### config.mk
export PLATFORM = sky130hd
export DESIGN_NAME = bcmp_mulmod
export DESIGN_NICKNAME = d
export VERILOG_FILES = /design/src/rtl/bcmp_pkg.sv /design/src/rtl/bcmp_mulmod.sv
export SDC_FILE = /design/constraint.sdc
export NUM_CORES = 1
export LEC_CHECK = 0
export BUFFER_PORTS_ARGS = -buffer_cell sky130_fd_sc_hd__buf_2
export CORE_ASPECT_RATIO = 0.75
export CORE_MARGIN = 4
export CORE_UTILIZATION = 42
export DETAILED_ROUTE_END_ITERATION = 8
export PLACE_DENSITY = 0.67
export SLEW_MARGIN = 20
export SYNTH_ARGS = -nofsm -noshare
export SYNTH_HDL_FRONTEND = slang
export SYNTH_SLANG_ARGS = --single-unit
### constraint.sdc
create_clock -name i_clk -period 31.6 [get_ports i_clk]
set_input_delay 6.32 -clock i_clk [delete_from_list [all_inputs] [get_ports i_clk]]
set_output_delay 6.32 -clock i_clk [all_outputs]
set_load 0.1 [all_outputs]
### src/rtl/bcmp_pkg.sv
// Shared constants, codes and types for the binomial coefficient modulo prime core
package bcmp_pkg;

    localparam int unsigned WordW = 63;
    localparam int unsigned NW = 11;
    localparam int unsigned KW = 12;
    localparam int unsigned MaxNDefault = 1024;
    localparam logic [WordW-1:0] ModReset = 63'd1000000007;

    localparam logic [1:0] KIND_BUILD = 2'd0;
    localparam logic [1:0] KIND_BINOM = 2'd1;
    localparam logic [1:0] KIND_PERM = 2'd2;
    localparam logic [1:0] KIND_FACT = 2'd3;

    localparam logic [1:0] ST_OK = 2'd0;
    localparam logic [1:0] ST_RANGE = 2'd1;
    localparam logic [1:0] ST_UNBUILT = 2'd2;

    localparam logic CFG_MODULUS = 1'b0;
    localparam logic CFG_LIMIT = 1'b1;

    typedef struct packed {
        logic start;
        logic [WordW-1:0] a;
        logic [WordW-1:0] b;
    } t_mul_req;

endpackage

### src/rtl/bcmp_mulmod.sv
// Shift-add-subtract modular multiplier, one bit of the multiplier a cycle once both operands are below the modulus
module bcmp_mulmod (
    input  logic                            i_clk,
    input  logic                            i_rst_n,
    input  bcmp_pkg::t_mul_req              i_req,
    input  logic [bcmp_pkg::WordW-1:0]      i_mod,
    output logic                            o_done,
    output logic [bcmp_pkg::WordW-1:0]      o_prod
);
    localparam int unsigned W = bcmp_pkg::WordW;

    localparam logic [2:0] PH_IDLE = 3'd0;
    localparam logic [2:0] PH_RA = 3'd1;
    localparam logic [2:0] PH_DA = 3'd2;
    localparam logic [2:0] PH_RB = 3'd3;
    localparam logic [2:0] PH_DB = 3'd4;
    localparam logic [2:0] PH_RUN = 3'd5;

    logic [W-1:0] r_a, n_a, r_b, n_b, r_acc, n_acc;
    logic [2:0] r_ph, n_ph;
    logic [5:0] r_bit, n_bit;
    logic r_done, n_done;
    logic feed;
    logic [W:0] dbl, dbl_r, add, add_r;
    logic [W-1:0] dbl_m;

    always_comb begin
        case (r_ph)
            PH_DA: feed = r_a[r_bit];
            PH_DB: feed = r_b[r_bit];
            default: feed = 1'b0;
        endcase
        dbl = {r_acc, feed};
        dbl_r = (dbl >= {1'b0, i_mod}) ? dbl - {1'b0, i_mod} : dbl;
        dbl_m = dbl_r[W-1:0];
        add = {1'b0, dbl_m} + {1'b0, r_a};
        add_r = (add >= {1'b0, i_mod}) ? add - {1'b0, i_mod} : add;
    end

    always_comb begin
        n_a = r_a;
        n_b = r_b;
        n_acc = r_acc;
        n_ph = r_ph;
        n_bit = r_bit;
        n_done = 1'b0;
        case (r_ph)
            PH_IDLE: begin
                if (i_req.start) begin
                    n_a = i_req.a;
                    n_b = i_req.b;
                    n_ph = PH_RA;
                end
            end
            PH_RA: begin
                n_acc = '0;
                n_bit = 6'(W - 1);
                n_ph = (r_a >= i_mod) ? PH_DA : PH_RB;
            end
            PH_DA: begin
                n_acc = dbl_m;
                n_bit = r_bit - 6'd1;
                if (r_bit == 6'd0) begin
                    n_a = dbl_m;
                    n_ph = PH_RB;
                end
            end
            PH_RB: begin
                n_acc = '0;
                n_bit = 6'(W - 1);
                n_ph = (r_b >= i_mod) ? PH_DB : PH_RUN;
            end
            PH_DB: begin
                n_acc = dbl_m;
                n_bit = r_bit - 6'd1;
                if (r_bit == 6'd0) begin
                    n_b = dbl_m;
                    n_acc = '0;
                    n_bit = 6'(W - 1);
                    n_ph = PH_RUN;
                end
            end
            PH_RUN: begin
                n_acc = r_b[r_bit] ? add_r[W-1:0] : dbl_m;
                n_bit = r_bit - 6'd1;
                if (r_bit == 6'd0) begin
                    n_ph = PH_IDLE;
                    n_done = 1'b1;
                end
            end
            default: n_ph = PH_IDLE;
        endcase
    end

    always_ff @(posedge i_clk) begin
        if (!i_rst_n) begin
            r_ph <= PH_IDLE;
            r_done <= 1'b0;
        end else begin
            r_ph <= n_ph;
            r_done <= n_done;
        end
        r_a <= n_a;
        r_b <= n_b;
        r_acc <= n_acc;
        r_bit <= n_bit;
    end

    assign o_done = r_done;
    assign o_prod = r_acc;
endmodule

* Yosys cells after proc, flatten, opt, wreduce, memory -nomap -nowiden *
Index checks and enable logic that the tools add are counted.

word-level totals
  flip-flop bits (word level) = 199
  input bits = 192
  output and inout bits = 64
  logic and storage cells = 61

cells by class
  add/subtract/negate cells = 4
  order comparisons = 5
  equal/unequal tests = 9
  muxes and demuxes = 25
  reduce and logical (&&, ||, !) cells = 12

operators by type and width
  operator               count
  $mux W63               7
  $pmux W63 S2           2
  $pmux W63 S4           1
  $ge A64 B63 Y1         2
  $ge A63 B63 Y1         2
  $sub A63 B63 Y63       2
  $add A63 B63 Y64       1
  $pmux W3 S6            1
  $pmux W6 S3            1
  $bmux W1 S6            2
  $mux W3                4
  $ne A2 B2 Y1 const B   4
  $lt A6 B7 Y1 const B   1
  $eq A3 B2 Y1 const B   2
  $eq A3 B3 Y1 const B   2
  $logic_not A6 Y1       1
  $mux W6                1
  $reduce_and A3 Y1      2
  $sub A6 B1 Y6 const B  1
  $mux W1                5
  $reduce_and A4 Y1      1
  $reduce_bool A2 Y1     2
  $reduce_bool A4 Y1     1
  $reduce_or A2 Y1       2
  5 further kinds        5

* Depth between registers and ports, before layout *
  depth after elaboration = 10
  mapped depth = 54
  gate-level depth less buffers = 47

* Worst setup path after synthesis *
Ideal clock, no wire load.

  kind = input-to-reg
  start point = input port i_mod[0] in the netlist's numbering
  end point = register r_acc[53] (netlist: o_prod[53]), data pin
  setup time = 0.276 ns
  arrival = 13.628 ns
  path slack = 17.696 ns
  stages on the path = 43
  path buffers = 4
  cell sequence = ha_1 inv_1 fa_1 a21o_1 a21o_1 a221oi_2 o32ai_1 nor2_1 o21ai_1 o21ai_2 nand2_2 buf_4 buf_2 nand2_1 o21ai_1 inv_1 ha_1 inv_1 [7 not listed] a211oi_4 a31oi_4 o31ai_2 xnor2_1 ha_1 nand2_1 o21ai_0 a21oi_1 nor2_1 or2_2 a21o_1 a21oi_1 o211ai_2 or2_1 buf_4 nand2_2 buf_2 o221ai_1

between the ends
  word-level cells in the longest chain between the ends = 7
  elaborated cells between the ends (all ways) = 10

RTL lines
  what                                                       RTL line            source
  from (decl)                                                bcmp_mulmod.sv:6    input logic [bcmp_pkg::WordW-1:0] i_mod,
  $sub A63 B63 Y63 / $ge A64 B63 Y1 (equally long branches)  bcmp_mulmod.sv:34   dbl_r = (dbl >= {1'b0, i_mod}) ? dbl - {1'b0, i_mod} : dbl;
  $mux W63                                                   bcmp_mulmod.sv:34
  $add A63 B63 Y64                                           bcmp_mulmod.sv:36   add = {1'b0, dbl_m} + {1'b0, r_a};
  $sub A63 B63 Y63 / $ge A64 B63 Y1 (equally long branches)  bcmp_mulmod.sv:37   add_r = (add >= {1'b0, i_mod}) ? add - {1'b0, i_mod} : add;
  $mux W63                                                   bcmp_mulmod.sv:37
  $mux W63                                                   bcmp_mulmod.sv:84   n_acc = r_b[r_bit] ? add_r[W-1:0] : dbl_m;
  $pmux W63 S4 (*)                                           bcmp_mulmod.sv:47   case (r_ph)
  named net n_acc[53]                                        bcmp_mulmod.sv:19   logic [W-1:0] r_a, n_a, r_b, n_b, r_acc, n_acc;
  to (signal assigned)                                       bcmp_mulmod.sv:105  r_acc <= n_acc;
  to (decl)                                                  bcmp_mulmod.sv:19

The timed path passes the listed nets; every way through them passes the cells marked *.
A chain may end at the register's enable or synchronous reset.

* Final worst setup path *
  start point = input port i_mod[0] in the netlist's numbering
  end point = register r_acc[62] (netlist: o_prod[62]), data pin

The elaborated chain is that of the path after synthesis.

==> qor.yml <==
worst_setup_path:
  r2r_start: "r_bit[1]"
  crit_type: "primary input to flip-flop"
  path_max_fanout: 63
  cp-endpoint: "o_prod[62]"
  cpPeakStageDelay_ps: 990
  arrival_ps: 17880
  r2r_setup_slack_ps: 16510
  reg2reg_to: "o_prod[62]"
  crit_required_ps: 31830
  reg2reg_depth: 43
  critPathCaptureType: "flip-flop"
  critPathLaunch: "i_mod[0]"
  start_kind: "primary input"
  cpMaxStageDelayCell: "o21ai_0"
drt:
  ant_nets: 0
  wl_per_cell_um: 25.37
  via_per_inst: 6.300
  drc: 0
  vias: 24368
  drtIter0Drc: 3415
  drt-total-wl_um: 98140
  detail_route.first_pass.iterations: 6
synthesis:
  avgSynthCellArea_um2: 8.394
  netlist_area_um2: 24350
  async_reset_ff_share_pct: 0
  synth.distinct_cells: 110
  ys_ff_latch: 199
  syn-num-nets: 3414
  synth_ff_type: "edfxtp_1"
  ys_warn_count: 0
  netlist_instances: 2901
  synth-edff-count: 195
  yosysSeqAreaShare_pct: 24.38
grt:
  grt_max_degree: 75
  antenna_found_initial: 4
  grt_pass1_wl_um: 145300
  grt_pass1_vias: 22328
  grt.total_usage_pct: 30.82
  globalRouteOverflowTotal: 0
timing:
  period_share_pct: 55.86
  rsz0062_at_grt: "false"
  drv_slew: 0
  finalHoldViolations: 0
  skew_ps: 29.46
  fmaxAchievable_mhz: 56.66
  period_minus_slack_ps: 17650
  setup_tns_ps: 0
  hold_slack_ps: 755.3
  timing.slew.headroom_pct: 16.63
  setup_viol: 0
  worstMarginPinSlew_ps: 1251
clock_network:
  clkLatencyLatePin_ps: 530
  clockRootBuffer: "clkbuf_16"
  cts.htree.levels: 4
  cts_setup_buffers: 0
  hold_buffers: 0
  clk_pin_slew_worst_paths_ps: 90
  cts_resized: 0
  max-clock-path-buffers: 2
  cts_sinks: 199
  cts_tree: "built"
  cts_buffers: 17
placed_design:
  gp_congestion: 1.027
  placed_area_um2: 26240
  dp_hpwl_um: 79090
  port_buffers: 255
final_layout:
  fill_cells: 5767
  nets: 3588
  diodes: 0
  final_area_um2: 26840
  finish.utilization_pct: 46.72
  drive_gt1_share_pct: 13.47
  syn_to_final_growth_pct: 10.20
floorplanning:
  core_area_um2: 57440
  fp.dieW_um: 286.0
  io_pins: 256
  dieHeight_um: 216.5
  num_rows: 76
  start_util_pct: 42.40
  dieArea_um2: 61930
min_path:
  hold_path.class: "flip-flop to flip-flop"
run:
  max-cap-violations: 0
run_status:
  outcome: "completed"
## registers in the layout, summed over array words and instances, names as in the netlist
| signal | flops |
|---|---|
| o_done | 1 |
| o_prod | 63 |
| r_a | 63 |
| r_b | 63 |
| r_bit | 6 |
| r_ph | 3 |
## critical path, delay by kind of cell
kind            cells  cell delay, ps
compound gates     18            6380
xor+xnor            1             270
fa+ha+maj           4            1330
buf+inv             5             800
simple gates        8            2660
## area by class of cell
type                       count  area [um^2]  share of cell area, %
clock buffer                  18        429.2                  1.599
clock inverter                14        155.1                 0.5781
inverter                     190        713.2                  2.658
multi-input combinational   2390        17190                  64.04
sequential                   199         5936                  22.12
tap                          780        975.9                  3.637
timing repair buffer         277         1441                  5.371
## worst min path at each step
stage | from | to | cells past startpoint
4_1_cts | r_bit[5] | r_bit[5] | 2
6_report | r_bit[5] | r_bit[5] | 2
3_5_place_dp | r_bit[5] | r_bit[5] | 2
2_1_floorplan | r_ph[1] | o_done | 3
3_3_place_gp | r_bit[5] | r_bit[5] | 2
5_1_grt | r_ph[1] | r_ph[1] | 2
## cells in the mapped netlist, types with 23 or more instances
master / number / area share [%]
nand2_1: 349 / 5.4
a21oi_1: 261 / 5.4
o221ai_1: 23 / 0.83
ha_1: 318 / 16
buf_2: 25 / 0.51
nor3_1: 49 / 1.0
nor2b_1: 26 / 0.67
o21ai_0: 282 / 5.8
a31oi_1: 27 / 0.69
mux4_2: 36 / 3.3
nand3_1: 42 / 0.86
a21o_1: 120 / 3.7
o22ai_1: 43 / 1.1
xnor2_1: 124 / 4.5
edfxtp_1: 195 / 24
mux2i_1: 72 / 3.0
nor2_1: 146 / 2.3
o21a_1: 23 / 0.71
clkbuf_1: 78 / 1.2
o21bai_1: 42 / 1.3
nand4_1: 64 / 1.6
xor2_1: 53 / 1.9
inv_1: 189 / 2.9
## metrics by stage
| step | setup WS [ps] | cells |
|---|---|---|
| 2_1_floorplan | 17700 | 2901 |
| 3_3_place_gp | 14330 | 3836 |
| 3_5_place_dp | 14050 | 3836 |
| 4_1_cts | 14560 | 3868 |
| 5_1_grt | 13720 | 3868 |
| 6_report | 13950 | 3868 |
## kinds of logic after synthesis
group | synth area share (%)
AO/OA/AOI/OAI | 25.86
AND/OR/NAND/NOR | 14.90
adder cells (fa/ha/maj) | 16.59
multiplexers | 6.531
buffers and inverters | 5.318
flip-flops | 24.38
XOR/XNOR | 6.433
## metal layers
layer / up-vias / global-route usage (%) / routed length (um)
met1: 11599 / 48.45 / 45910
met5: - / 0 / 13
li1: 11189 / - / -
met2: 1466 / 41.91 / 38180
met4: 2 / 6.288 / 1720
met3: 112 / 7.729 / 12320
## layout by cell type (no fill, tap or decap), types with 13 or more instances in the layout
cell         n
nand2_1    349
ha_1       318
o21ai_0    282
a21oi_1    260
buf_2      255
edfxtp_1   195
inv_1      189
nor2_1     146
xnor2_1    124
a21o_1     119
mux2i_1     72
nand4_1     64
xor2_1      53
nor3_1      46
o22ai_1     43
nand3_1     42
o21bai_1    42
mux4_2      36
a31oi_1     27
nor2b_1     26
o21a_1      23
o221ai_1    23
buf_4       22
o21ai_1     20
nand2b_1    19
clkbuf_16   17
o211ai_1    16
a211oi_1    15
and2_1      13
or3_1       13
Power is not shown: default switching activity piles up to over one toggle a cycle in this logic, so the estimate is an artifact.
